<file path="src/rtl/core/sctc_ram.sv">
// Generic single-port-write, single-read RAM with registered read data.
module sctc_ram #(
  parameter int Width = 8,
  parameter int Depth = 64
) (
  input  logic                     clk_i,
  input  logic                     we_i,
  input  logic [$clog2(Depth)-1:0] waddr_i,
  input  logic [Width-1:0]         wdata_i,
  input  logic [$clog2(Depth)-1:0] raddr_i,
  output logic [Width-1:0]         rdata_o
);
  logic [Width-1:0] mem_q [Depth];

  always_ff @(posedge clk_i) begin
    if (we_i) mem_q[waddr_i] <= wdata_i;
    rdata_o <= mem_q[raddr_i];
  end
endmodule

</file>
<file path="src/rtl/core/sctc_ring.sv">
// Character ring: RAM plus pointers, count and pop sequencing.
module sctc_ring #(
  parameter int Depth = 64
) (
  input  logic                     clk_i,
  input  logic                     rst_ni,
  input  logic                     push_i,
  input  logic [7:0]               push_data_i,
  input  logic                     pop_i,
  output logic                     full_o,
  output logic                     empty_o,
  output logic [$clog2(Depth+1)-1:0] count_o,
  output logic [7:0]               rdata_o
);
  localparam int AW = $clog2(Depth);
  localparam int CW = $clog2(Depth + 1);

  logic [AW-1:0] wr_q, rd_q;
  logic [CW-1:0] cnt_q;

  assign full_o  = (cnt_q == CW'(Depth));
  assign empty_o = (cnt_q == '0);
  assign count_o = cnt_q;

  sctc_ram #(.Width(8), .Depth(Depth)) u_ram (
    .clk_i, .we_i(push_i), .waddr_i(wr_q), .wdata_i(push_data_i),
    .raddr_i(rd_q), .rdata_o
  );

  always_ff @(posedge clk_i or negedge rst_ni) begin
    if (!rst_ni) begin
      wr_q <= '0; rd_q <= '0; cnt_q <= '0;
    end else begin
      if (push_i) wr_q <= (wr_q == AW'(Depth - 1)) ? '0 : wr_q + 1'b1;
      if (pop_i)  rd_q <= (rd_q == AW'(Depth - 1)) ? '0 : rd_q + 1'b1;
      if (push_i && !pop_i) cnt_q <= cnt_q + 1'b1;
      else if (pop_i && !push_i) cnt_q <= cnt_q - 1'b1;
    end
  end
endmodule

</file>
<file path="config.mk">
export PLATFORM = sky130hd
export DESIGN_NAME = sctc_ring
export DESIGN_NICKNAME = d
export VERILOG_FILES = /design/src/rtl/core/sctc_ram.sv /design/src/rtl/core/sctc_ring.sv
export SDC_FILE = /design/constraint.sdc
export NUM_CORES = 1
export LEC_CHECK = 0
export BUFFER_PORTS_ARGS = -buffer_cell sky130_fd_sc_hd__buf_2
export CAP_MARGIN = 20
export CORE_ASPECT_RATIO = 0.5
export CORE_MARGIN = 2
export CORE_UTILIZATION = 56
export CTS_CLUSTER_SIZE = 12
export DETAILED_ROUTE_END_ITERATION = 12
export HOLD_SLACK_MARGIN = 0.12
export PLACE_DENSITY = 0.75
export SLEW_MARGIN = 20
export SYNTH_ARGS = -nofsm -noshare
export SYNTH_HDL_FRONTEND = slang
export SYNTH_SLANG_ARGS = --single-unit
</file>
<file path="constraint.sdc">
create_clock -name clk_i -period 1.85 [get_ports clk_i]
set_clock_uncertainty 0.05 [all_clocks]
set_input_delay 0.2775 -clock clk_i [delete_from_list [all_inputs] [get_ports clk_i]]
set_output_delay 0.2775 -clock clk_i [all_outputs]
set_load 0.01 [all_outputs]
</file>
==> run_results.csv <==
group,metric,value,unit
sta,rsz0062_at_grt,"true",
power_and_ir_drop,total_power,34900,uW
setup_path,crit_arrival,2890,ps
sta,max-slew-margin-rel,44.4,%
sta,fmax,0.399,GHz
routing,antenna_left,0,
setup_path,rr_worst_depth,8,
final_layout,drive_gt1_share,37.9,%
final_layout,mostFrequentLayoutCells,"512 x edfxtp_1, 200 x buf_4, 116 x mux4_2",
global_route,grt.total_usage,26.4,%
sta,fin_crit,2510,ps
clocking,cts_root_buf,"clkbuf_16",
die,std_cell_rows,50,
routing,drt_iter0_markers,1530,
routing,routedWlPerCell,28.7,um
global_route,grt_pass1_wl,75900,um
clocking,cts.clk_slew.worst_paths,70,ps
final_layout,area_growth,20.1,%
setup_path,start_kind,"flop",
die,die_h,142,um
placement,pre_cts_ws,-764,ps
setup_path,endpoint_kind,"flop",
yosys,synth_area_leaders,"edfxtp_1 72%, mux4_2 12%, dfrtp_1 2.2%",
die,coreArea,37500,um2
setup_path,worstSetupPathType,"reg -> reg",
outcome,outcome,"complete, but fails checks",
sta,maxSlewViolCount,0,
sta,setup_viol,9,
yosys,syn_nets,1092,
clocking,clk_latency,580,ps
routing,first_pass_iters,5,
routing,drc_errors,0,
sta,hold_violations,0,
yosys,yosysWarnings,0,
clocking,clockBufferDepth,3,
yosys,synth_top_cell_area_share,71.8,%
sta,period_share,136,%
placement,io_buffers,28,
routing,via_per_inst,6.45,
die,start_util,57.0,%
clocking,cts_tree,"yes",
final_layout,nets,1345,
yosys,ys_ff_latch,539,
clocking,numCtsBuffers,50,
die,ioPinCount,29,
global_route,grt_overflow_total,0,
power_and_ir_drop,powerDensity,1360,nW/um2
run,max_cap_viol_count,0,
sta,worst_slew_pin_slew,830,ps
power_and_ir_drop,peakVddDrop,0.848,mV
yosys,synthCells,1071,
yosys,synth_edf_count,512,
setup_path,worstPathRequired,2240,ps
clocking,htree_levels,2,
final_layout,n_antenna_cell,0,
routing,num_vias,11998,
placement,gp_congestion,0.955,
die,dieArea,39900,um2
worst_hold_path,hp-class,"in -> reg",
global_route,antenna_found_initial,3,
power_and_ir_drop,p_leak,0.00862,uW
global_route,grt_max_degree,65,
yosys,ys_types,55,
worst_hold_path,whs_path_depth,4,
global_route,grt_pass1_vias,11832,
outcome,failed_checks,"negative setup slack",
sta,setup_ws,-658,ps
placement,dp_hpwl,32300,um
yosys,async_flop_share,3.53,%
placement,place_area,23500,um2
yosys,synth_top_flop_cell,"edfxtp_1",
die,die_w,281,um
final_layout,final_area,25700,um2
final_layout,mostFrequentLayoutCell,"edfxtp_1",
yosys,synth_top_cell_by_area,"edfxtp_1",
routing,wl,53300,um
sta,finalSetupTns,-4390,ps
clocking,cts.sinks,539,
setup_path,worst-path-max-fanout,5,
yosys,syn_avg_cell_area,20.0,um2
yosys,synth_area,21400,um2
yosys,ys_seq_area_share,74.8,%
-- Yosys cell counts (all sizes together), types with 6 or more instances --
master / number
mux4: 121
mux2: 14
buf: 41
nor2b: 11
xnor2: 9
nand2b: 9
nand4: 6
clkbuf: 19
nand3: 9
o221ai: 8
o211ai: 6
nand2: 32
ha: 8
inv: 9
a221oi: 10
dfxtp: 8
a211oi: 7
nor2: 82
dfrtp: 19
edfxtp: 512
o21ai: 24
a21oi: 13
nor3: 12
mux2i: 36
-- path summary, 6_finish.rpt --
path,start,to,slack (ps)
setup / recovery,rd_q[0]$_DFFE_PN0P_,u_ram.rdata_o[3]$_DFF_P_,-660
hold / removal,push_i,wr_q[2]$_DFFE_PN0P_,150
setup reg to reg,rd_q[0]$_DFFE_PN0P_,u_ram.rdata_o[3]$_DFF_P_,-660
hold reg to reg,count_o[2]$_DFFE_PN0P_,count_o[2]$_DFFE_PN0P_,520
max in group asynchronous,rst_ni,rd_q[0]$_DFFE_PN0P_,1110
min in group asynchronous,rst_ni,count_o[6]$_DFFE_PN0P_,190
-- what timing repair did --
item / in CTS / in global routing
pin swaps: 17 / 20
buffers inserted: 22 / 12
resized for setup: 44 / 51
gates cloned: 2 / 2
endpoints found under the setup margin: 42 / 228
hold buffers: 3 / 0
endpoints found under the hold margin: 21 / 0
-- final cells by class --
cell class | instances | area (um2)
tap | 494 | 618
sequential | 539 | 16000
clock buffer | 91 | 1410
fill | 2241 | 11800
clock inverter | 3 | 33.8
multi-input combinational | 463 | 5310
timing repair buffer | 261 | 2290
inverter | 9 | 33.8
-- worst max-delay path, cell delays in order, from the launching register on --
cell      delay [ps]
dfrtp_4          480
buf_4            150
buf_16           120
mux4_1           580
a22oi_2          200
buf_4            170
o211ai_1         110
nor4bb_1         410
a211oi_2          90
-- sequential cells by signal, summed over array words and instances (netlist names) --
register,count
wr_q,6
u_ram.mem_q,512
count_o,7
rd_q,6
u_ram.rdata_o,8
-- report_power, final --
group | internal, uW | switching, uW | total, uW
logic | 5080 | 5860 | 10900
clock network | 5110 | 4310 | 9430
registers | 14000 | 513 | 14500
-- layer usage --
metal  vias to the layer above  share of wire, %  wire length [um]  global-route usage (%)
li1                       4919                 -                 -                       -
met1                      6217                40             21200                    38.2
met2                       742                46             24600                    39.8
met3                       116                12              6290                    8.31
met4                         4               2.2              1190                    6.22
met5                         -             0.054                29                       0
-- logic make-up (layout without fill, tap and decap cells) --
group	Yosys count	in the layout	share of synthesized area, %
flip-flops	539	539	74.8
AO/OA/AOI/OAI	99	99	3.24
buffers and inverters	69	364	1.98
multiplexers	171	171	15.3
AND/OR/NAND/NOR	174	174	3.72
XOR/XNOR	10	10	0.409
adder cells (fa/ha/maj)	9	9	0.561
-- metrics by stage --
step	utilization (%)	hold WS, ps	std cells
after floorplan	-	-68.1	1071
final	68.5	149	1860
after CTS	67.5	129	1846
after global placement	62.6	219	1726
after detailed placement	62.6	238	1726
after global routing	68.5	168	1860
Power figures use the tool's default switching activity.
