==> src/rtl/core/sctc_ram.sv <==
// Generic single-port-write, single-read RAM with registered read data.
module sctc_ram #(
  parameter int Width = 8,
  parameter int Depth = 64
) (
  input  logic                     clk_i,
  input  logic                     we_i,
  input  logic [$clog2(Depth)-1:0] waddr_i,
  input  logic [Width-1:0]         wdata_i,
  input  logic [$clog2(Depth)-1:0] raddr_i,
  output logic [Width-1:0]         rdata_o
);
  logic [Width-1:0] mem_q [Depth];

  always_ff @(posedge clk_i) begin
    if (we_i) mem_q[waddr_i] <= wdata_i;
    rdata_o <= mem_q[raddr_i];
  end
endmodule

==> config.mk <==
export PLATFORM = sky130hd
export DESIGN_NAME = sctc_ram
export DESIGN_NICKNAME = d
export VERILOG_FILES = /design/src/rtl/core/sctc_ram.sv
export SDC_FILE = /design/constraint.sdc
export NUM_CORES = 1
export LEC_CHECK = 0
export BUFFER_PORTS_ARGS = -buffer_cell sky130_fd_sc_hd__buf_2
export CAP_MARGIN = 0
export CORE_ASPECT_RATIO = 0.5
export CORE_MARGIN = 2
export CORE_UTILIZATION = 50
export DETAILED_ROUTE_END_ITERATION = 8
export PLACE_DENSITY_LB_ADDON = 0.08
export SLEW_MARGIN = 30
export SYNTH_ARGS = -nofsm -noshare
export SYNTH_HDL_FRONTEND = slang
export SYNTH_SLANG_ARGS = --single-unit
==> constraint.sdc <==
create_clock -name clk_i -period 2.1 [get_ports clk_i]
set_input_delay 0.315 -clock clk_i [delete_from_list [all_inputs] [get_ports clk_i]]
set_output_delay 0.315 -clock clk_i [all_outputs]
set_load 0.005 [all_outputs]
==> metrics.md, run 1 <==
| Metric | Value |
|---|---|
| Status | `finished clean` |
| Cell area after layout | `23,670 um^2` |
| Area added between synthesis and finish | `17.39%` |
| Area leader, netlist | `edfxtp_1` |
| Vias after detailed routing | `10,000` |
| Worst Clk Skew | `20.58 ps` |
| CP startpoint kind | `register` |
| Die Span X | `288.0 um` |
| Antenna diode count | `0` |
| EDFF count, synth | `512` |
| Critical-path cell list | `mux4_2 -> mux2_2 -> o221a_2 -> nor3_4 -> buf_4 -> o32ai_1` |
| GRT Util Overall | `a little under a quarter` |
| Lkg Pwr | `7.735 nW` |
| CP delay by family, top | `multiplexers` |
| CP bufs+invs | `1` |
| Initial antenna violation count | `0` |
| Required time of the critical path | `2540 ps` |
| Layout cells sized above 1 | `34.28%` |
| Post-Syn Instances | `940` |
| Largest net degree at the start of global routing | `65` |
| Syn Nets | `roughly 960` |
| Nets | `1,153` |
| Overflow after GRT | `0` |
| Worst Setup SP | `mem_q[28][6]$_DFFE_PP_` |
| Global-route wire length before repair | `68,120 um` |
| Starting DRT DRC Count | `approximately 1,000` |
| Synth top area share | `76.24%` |
| FF+latch count, synth | `520` |
| Core area | `39,310 um^2` |
| Reg2reg start | `mem_q[28][6]$_DFFE_PP_` |
| Clk buf depth | `3` |
| Min-delay worst type | `in -> reg` |
| Mapped cell area | `20,170 um^2` |
| Cts bufs inserted | `46` |
| # setup viols final | `0` |
| DRT Wirelength | `46,020 um` |
| Antenna Violating Nets Remaining | `0` |
| Clock transition at the registers of the reported paths | `70 ps` |
| Pwr/cell area | `~900 nW/um^2` |
| Top cells by area, synth | `edfxtp_1 (76%), mux4_2 (14%), nor2_1 (1.5%)` |
| # DRC | `0` |
| Crit Path Max Fanout | `1` |
| Sink Count | `520` |
| Share of the yosys chip area belonging to registers | `77.03%` |
| Crit path largest cell delay | `480 ps` |
| Vias in the first global route | `between 10,000 and 15,000` |
| Slew @ Worst Pin | `955.9 ps` |
| Post-placement setup slack | `-505.7 ps` |
| Final Max Tran Viols | `0` |
| CTS root buf | `clkbuf_16` |
| Async set-reset flop share out of synthesis | `0%` |
| Peak VDD IR | `0.5473 mV` |
| Min cycle time layout | `a little over 2000 ps` |
| Syn. warnings | `0` |
| Htree depth | `2` |
| Max transition margin | `36.27%` |
| Per-cell routed wire length | `27.12 um` |
| Crit path DAT | `2480 ps` |
| Commonest non-fill, non-tap cell in the layout | `edfxtp_1` |
| Hold Startpoint | `raddr_i[5]` |
| Yosys cell types | `40` |
| Max Cap Viol | `0` |
| Row count | `51` |
| Port buffer count | `29` |
| Post-CTS Hold Fix Bufs | `0` |
| Post-DP HPWL | `29,420 um` |
| Die Ht | `146.0 um` |
| Ys flop type | `edfxtp_1` |
| Most frequent cells in the layout | `edfxtp_1 (512), buf_4 (148), mux4_2 (126)` |
| Ports | `30` |
| RSZ-0062 raised after global routing | `no` |
| Post_cts resized | `2` |
| Vias per cell | `5.893` |
| Fmax | `491.3 MHz` |
| Fin crit share | `96.93%` |
| Total power | `21.29 mW` |
| Latest clock arrival within the worst-skew pair | `570 ps` |
| Crit. End Element | `register` |
| Initial core utilization | `51.31%` |
| Syn_area_per_cell | `roughly 21 um^2` |
| Fin Setup TNS | `0 ps` |
| Hold Vio Cnt, Final | `0` |
| TritonRoute pass-1 iters | `5` |
| Hold Slack | `~170 ps` |
| Gp weighted congestion | `0.8547` |
| TritonCTS clock tree | `built` |
| Worst path slowest cell | `mux4_2` |
| CP Class | `reg -> reg` |
| Post-CTS Setup Inserts | `0` |
| Full die area | `42,050 um^2` |
| Worst Slack Setup Final | `64.57 ps` |
| Area of placed instances | `around 22,000 um^2` |
-- power by group --
part	switching, mW	internal [mW]
Sequential	0.0326	11.5
Combinational	0.692	0.531
Clock	3.69	4.86
Total	4.42	16.9
-- layout make-up --
cell class,instances,area (um^2)
fillers,2876,15630
clock buffers,57,1256
repair buffers,194,1635
clock inverters,27,257.7
multi-input cells,369,4327
well taps,530,663.1
flip-flops and latches,520,15530
-- Yosys cell counts, types with 8 or more instances --
master / number
edfxtp_1: 512
mux4_2: 126
nor2_1: 83
mux2i_1: 23
nand2_1: 19
clkbuf_1: 17
nor2b_1: 14
buf_4: 13
mux2_2: 13
nand3_1: 13
buf_2: 11
dfxtp_1: 8
o221ai_1: 8
o22ai_1: 8
-- worst min-delay path: stages --
cell,delay (ps)
buf_2,220
nand2_1,110
o2bb2ai_1,60
-- logic make-up after synthesis --
group,count (synthesis),share of synthesized area [%]
DFF,520,77.03
buffers and inverters,51,1.570
AOI/OAI and AO/OA,54,2.072
muxes,162,15.94
and+or+nand+nor,153,3.387
-- metal layers --
metal / part of all wire, % / vias up / routed length (um) / track usage, %
met5: 0 / - / 0 / 0
met4: 1.5 / 0 / 712 / 4.741
met3: 7.9 / 63 / 3625 / 6.016
met2: 46 / 323 / 21060 / 33.59
met1: 45 / 5318 / 20620 / 33.89
li1: - / 4296 / - / -
-- final timing paths --
check	endpoint	slack, ps	depth (start not counted)
max	rdata_o[6]$_DFF_P_	60	6
min	rdata_o[1]$_DFF_P_	170	3
max reg2reg	rdata_o[6]$_DFF_P_	60	6
min reg2reg	rdata_o[4]$_DFF_P_	870	3
-- flip-flops by register name, indices dropped and copies added (netlist names) --
| register | flops |
|---|---|
| mem_q | 512 |
| rdata_o | 8 |
-- through the flow --
step                      cells  util [%]
after CTS                  1697     60.23
after detailed placement   1613     56.35
final                      1697     60.23
after global placement     1613     56.35
after global routing       1697     60.23
after floorplan             940         -
Note: power is estimated with default switching activity, not from simulation.
==> inputs of run 2 (changes only) <==
--- a/config.mk
+++ b/config.mk
@@ -11,7 +11,7 @@
 export CORE_MARGIN = 2
 export CORE_UTILIZATION = 50
 export DETAILED_ROUTE_END_ITERATION = 8
-export PLACE_DENSITY_LB_ADDON = 0.08
+export PLACE_DENSITY = 0.63
 export SLEW_MARGIN = 30
 export SYNTH_ARGS = -nofsm -noshare
 export SYNTH_HDL_FRONTEND = slang
==> run 2 against run 1 <==
Against the previous run: combinational power about the same; die area stayed put; final area is 0.66% lower; critical endpoint unchanged.
==> metrics.md, run 2 (same netlist as run 1, synthesis figures left out) <==
| Metric | Value |
|---|---|
| Hold Startpoint | `raddr_i[5]` |
| TritonCTS clock tree | `built` |
| Crit path DAT | `2420 ps (-60 ps)` |
| Port buffer count | `29 (unchanged)` |
| Crit path largest cell delay | `450 ps (-30 ps)` |
| # DRC | `0 (unchanged)` |
| Per-cell routed wire length | `26.65 um (-1.7%)` |
| CP Class | `reg -> reg` |
| Worst Setup SP | `mem_q[24][6]$_DFFE_PP_` |
| Sink Count | `520 (unchanged)` |
| Crit. End Element | `register` |
| Fin crit share | `95.46% (-1.5 points)` |
| Die Span X | `288.0 um (unchanged)` |
| RSZ-0062 raised after global routing | `no` |
| Hold Vio Cnt, Final | `0 (unchanged)` |
| Initial core utilization | `51.31% (unchanged)` |
| Lkg Pwr | `7.669 nW (-0.86%)` |
| Gp weighted congestion | `0.8146 (-4.7%)` |
| Post-DP HPWL | `28,920 um (-1.7%)` |
| Post-CTS Setup Inserts | `0 (unchanged)` |
| Fmax | `498.8 MHz (+1.5%)` |
| Reg2reg start | `mem_q[24][6]$_DFFE_PP_` |
| Clock transition at the registers of the reported paths | `60 ps (about the same)` |
| Cell area after layout | `23,520 um^2 (-0.66%)` |
| Layout cells sized above 1 | `34.02% (-0.26 points)` |
| Largest net degree at the start of global routing | `65 (unchanged)` |
| # setup viols final | `0 (unchanged)` |
| Total power | `20.67 mW (-2.9%)` |
| Status | `finished clean` |
| Final Max Tran Viols | `0 (unchanged)` |
| Vias in the first global route | `10,170 (-1.6%)` |
| Area added between synthesis and finish | `16.62%` |
| Overflow after GRT | `0 (unchanged)` |
| Critical-path cell list | `mux4_2 -> mux2_2 -> o221a_2 -> nor3_1 -> o32ai_1` |
| Placed Cells | `1,609 (-0.25%)` |
| Row count | `51 (unchanged)` |
| Nets | `1,149 (-0.35%)` |
| Worst Clk Skew | `22.73 ps (+2.151 ps)` |
| Vias after detailed routing | `9,990 (-0.10%)` |
| CTS root buf | `clkbuf_16` |
| Cts bufs inserted | `46 (unchanged)` |
| Area of placed instances | `22,110 um^2 (-0.17%)` |
| CP bufs+invs | `0 (-1)` |
| Min-delay worst type | `in -> reg` |
| Latest clock arrival within the worst-skew pair | `570 ps (about the same)` |
| Top reg by flops | `mem_q` |
| Vias per cell | `5.897 (about the same)` |
| Finished Layout Cells | `1,694 (-0.18%)` |
| DRT Wirelength | `45,150 um (-1.9%)` |
| Max Cap Viol | `0 (unchanged)` |
| Crit Path Max Fanout | `1 (unchanged)` |
| Clk buf depth | `3 (unchanged)` |
| Antenna diode count | `0 (unchanged)` |
| Worst R2R Setup Slack | `100 ps (+30 ps)` |
| Starting DRT DRC Count | `1,193 (+14%)` |
| Full die area | `42,050 um^2 (unchanged)` |
| Global-route wire length before repair | `67,410 um (-1.1%)` |
| Max transition margin | `46.04% (+9.8 points)` |
| Commonest non-fill, non-tap cell in the layout | `edfxtp_1` |
| Most frequent cells in the layout | `edfxtp_1 (512), buf_4 (147), mux4_2 (126)` |
| CP delay by family, top | `multiplexers` |
| Slew @ Worst Pin | `809.3 ps (-146.6 ps)` |
| Worst path slowest cell | `mux4_2` |
| Htree depth | `2 (unchanged)` |
| Peak VDD IR | `0.5903 mV (+7.8%)` |
| TritonRoute pass-1 iters | `5 (unchanged)` |
| Die Ht | `146.0 um (unchanged)` |
| Antenna Violating Nets Remaining | `0 (unchanged)` |
| Largest register FFs | `512 (unchanged)` |
| Initial antenna violation count | `1 (+1)` |
| Min cycle time layout | `2005 ps (-30.77 ps)` |
| CP startpoint kind | `register` |
| Core area | `39,310 um^2 (unchanged)` |
| Largest regs | `mem_q (512), rdata_o (8)` |
| GRT Util Overall | `22.08% (-0.46 points)` |
| Ports | `30 (unchanged)` |
| Required time of the critical path | `2520 ps (-20 ps)` |
| Pwr/cell area | `879.1 nW/um^2 (-2.3%)` |
run 2: changes by cell type in the layout (fill, tap and decap cells not counted), sizes merged:
cell,previous run,this run
buf,193,189
bufinv,5,1
clkbuf,58,59
clkinv,19,24
clkinvlp,2,1
run 2: area by class of cell:
class | count | area (um^2)
clock buffer | 58 | 1247
timing repair buffer | 190 | 1598
multi-input combinational | 369 | 4322
clock inverter | 27 | 153.9
sequential | 520 | 15530
tap | 530 | 663.1
fill | 2837 | 15790
run 2: worst register-to-register path, cell delays in order, from the launching register on:
cell	delay (ps)
edfxtp_1	370
mux4_2	450
mux2_2	270
o221a_2	260
nor3_1	380
o32ai_1	150
run 2: layer usage:
metal / track usage, % / up-vias / wire (um)
met5: 0 / - / 0
met2: 33.05 / 378 / 20550
met3: 4.422 / 69 / 3741
li1: - / 4305 / -
met1: 33.99 / 5238 / 19960
met4: 4.948 / 0 / 898
run 2: through the flow:
step	worst slack (ps)	utilization, %	hold slack, ps	TNS [ps]
5_1_grt	14.18	59.83	212.9	0
3_3_place_gp	-282.2	56.24	728.5	-1767
2_1_floorplan	117.3	-	413.9	0
6_report	95.34	59.83	210.2	0
3_5_place_dp	-311.2	56.25	726.4	-1880
4_1_cts	118.4	59.83	187.2	0
run 2: repair_timing:
action / CTS / global route
endpoints found under the setup margin: 1 / 0
hold endpoints to repair: 0 / 0
hold buffers: 0 / 0
resized for setup: 1 / 0
run 2: worst paths after layout:
kind,endpoint,depth (start not counted)
worst max-delay path,rdata_o[6]$_DFF_P_,5
worst min-delay path,rdata_o[1]$_DFF_P_,3
worst max register to register,rdata_o[6]$_DFF_P_,5
worst min register to register,rdata_o[4]$_DFF_P_,3
run 2: power breakdown:
part / internal (mW) / switching (mW)
combinational: 0.523 / 0.684
clock: 4.33 / 3.63
sequential: 11.5 / 0.0279
total: 16.3 / 4.34
==> inputs of run 3 (changes only) <==
--- a/config.mk
+++ b/config.mk
@@ -12,6 +12,7 @@
 export CORE_UTILIZATION = 50
 export DETAILED_ROUTE_END_ITERATION = 8
 export PLACE_DENSITY = 0.63
+export RECOVER_POWER = 50
 export SLEW_MARGIN = 30
 export SYNTH_ARGS = -nofsm -noshare
 export SYNTH_HDL_FRONTEND = slang
==> run 3 against run 2 <==
Against the previous run: the flow now finishes with violations (max-capacitance violations, max-slew violations); critical endpoint unchanged; combinational power barely moved; clock power barely moved; total power barely moved.
==> metrics.md, run 3 (same netlist as run 1, synthesis figures left out) <==
| Metric | Value |
|---|---|
| # setup viols final | `0 (unchanged)` |
| Layout fillers | `2,846 (+0.32%)` |
| Required time of the critical path | `2520 ps (about the same)` |
| Global-route wire length before repair | `67,410 um (unchanged)` |
| Layout cells sized above 1 | `33.33% (-0.69 points)` |
| Cell area after layout | `23,450 um^2 (-0.29%)` |
| Fmax | `490.6 MHz (-1.7%)` |
| Met2 wire length | `20,610 um (+0.28%)` |
| Initial core utilization | `51.31% (unchanged)` |
| Htree depth | `2 (unchanged)` |
| Row count | `51 (unchanged)` |
| Gp weighted congestion | `0.8146 (unchanged)` |
| Vias per cell | `5.923 (+0.44%)` |
| Latest clock arrival within the worst-skew pair | `570 ps (about the same)` |
| Core area | `39,310 um^2 (unchanged)` |
| Crit path DAT | `2450 ps (+30 ps)` |
| Post-CTS Setup Inserts | `0 (unchanged)` |
| CP startpoint kind | `register` |
| DRT Wirelength | `45,100 um (-0.11%)` |
| Most frequent cells in the layout | `edfxtp_1 (512), buf_4 (136), mux4_2 (126)` |
| Hold Vio Cnt, Final | `0 (unchanged)` |
| Peak VDD IR | `0.5931 mV (+0.49%)` |
| Area added between synthesis and finish | `16.29%` |
| Fin crit share | `97.06% (+1.6 points)` |
| M1 WL | `19,740 um (-1.1%)` |
| CTS root buf | `clkbuf_16` |
| Commonest non-fill, non-tap cell in the layout | `edfxtp_1` |
| RSZ-0062 raised after global routing | `no` |
| TritonCTS clock tree | `built` |
| Nets | `1,149 (unchanged)` |
| Initial antenna violation count | `1 (unchanged)` |
| Cts bufs inserted | `46 (unchanged)` |
| CP Class | `reg -> reg` |
| Final Max Tran Viols | `44 (+44)` |
| Clock transition at the registers of the reported paths | `60 ps (about the same)` |
| Die Span X | `288.0 um (unchanged)` |
| Crit. End Element | `register` |
| Port buffer count | `29 (unchanged)` |
| Slew @ Worst Pin | `1912 ps (+1102 ps)` |
| Worst Clk Skew | `22.02 ps (-0.7173 ps)` |
| Die Ht | `146.0 um (unchanged)` |
| Max layer used | `met4` |
| Max Cap Viol | `1 (+1)` |
| Clk buf depth | `3 (unchanged)` |
| Worst Slack Setup Final | `61.69 ps (-33.65 ps)` |
| Overflow after GRT | `0 (unchanged)` |
| Post-CTS Hold Fix Bufs | `0 (unchanged)` |
| Placed Cells | `1,609 (unchanged)` |
| Antenna diode count | `0 (unchanged)` |
| Full die area | `42,050 um^2 (unchanged)` |
| Post-placement setup slack | `-311.2 ps (unchanged)` |
| # DRC | `0 (unchanged)` |
| Crit Path Max Fanout | `1 (unchanged)` |
| Lkg Pwr | `7.625 nW (-0.57%)` |
| Sink Count | `520 (unchanged)` |
| Vias after detailed routing | `10,030 (+0.44%)` |
| Failing checks | `max-capacitance violations, max-slew violations` |
| Vias in the first global route | `10,170 (unchanged)` |
| Status | `finished, violations left` |
| Min-delay worst type | `in -> reg` |
| GRT Util Overall | `22.08% (unchanged)` |
| Worst R2R Setup Slack | `60 ps (-30 ps)` |
| Post_cts resized | `1 (unchanged)` |
| Min cycle time layout | `2038 ps (+33.65 ps)` |
| Top reg by flops | `mem_q` |
| Antenna Violating Nets Remaining | `0 (unchanged)` |
| Area of placed instances | `22,110 um^2 (unchanged)` |
| Total power | `20.68 mW (about the same)` |
| Max transition margin | `-27.43% (-73 points)` |
| Finished Layout Cells | `1,694 (unchanged)` |
| DR WL met3 | `3893 um (+4.1%)` |
| Ports | `30 (unchanged)` |
| TritonRoute pass-1 iters | `5 (unchanged)` |
| Pwr/cell area | `881.8 nW/um^2 (+0.32%)` |
| Largest register FFs | `512 (unchanged)` |
| Largest regs | `mem_q (512), rdata_o (8)` |
| Largest net degree at the start of global routing | `65 (unchanged)` |
| Starting DRT DRC Count | `1,137 (-4.7%)` |
| Per-cell routed wire length | `26.62 um (-0.11%)` |
| Post-DP HPWL | `28,920 um (unchanged)` |
==> run 3: critical path: stages, from the launching register on <==
cell and delay [ps]:
edfxtp_1 370, mux4_2 450, mux2_2 270, o221a_2 260
nor3_1 410, o32ai_1 150
==> run 3: final cells by class <==
cell class	count	area, um^2	area share [%]
multi-input combinational	369	4322	18.43
clock inverter	27	153.9	0.6562
clock buffer	58	1247	5.319
sequential	520	15530	66.24
timing repair buffer	190	1530	6.525
tap	530	663.1	2.828
==> run 3: power by group <==
part | leakage, nW | total, mW | switching (mW) | internal (mW)
combinational | 2.26 | 1.19 | 0.681 | 0.511
sequential | 4.67 | 11.5 | 0.0278 | 11.5
clock | 0.693 | 7.97 | 3.64 | 4.33
total | 7.63 | 20.7 | 4.35 | 16.3
==> run 3: worst paths after layout <==
path                         to  depth (start not counted)                    from
min          rdata_o[1]$_DFF_P_                          3              raddr_i[5]
max reg2reg  rdata_o[6]$_DFF_P_                          5  mem_q[25][6]$_DFFE_PP_
min reg2reg  rdata_o[4]$_DFF_P_                          3  mem_q[31][4]$_DFFE_PP_
max          rdata_o[6]$_DFF_P_                          5  mem_q[25][6]$_DFFE_PP_
==> run 3: through the flow <==
step | util [%] | setup TNS [ps] | hold WS [ps]
final | 59.66 | 0 | 210.8
after CTS | 59.83 | 0 | 187.2
after detailed placement | 56.25 | -1880 | 726.4
after global placement | 56.24 | -1767 | 728.5
after global routing | 59.66 | 0 | 212.9
after floorplan | - | 0 | 413.9
==> run 3: routing by layer <==
layer / GRT usage, % / up-vias
li1: - / 4303
met1: 33.99 / 5246
met2: 33.05 / 419
met3: 4.422 / 66
met4: 4.948 / 0
met5: 0 / -
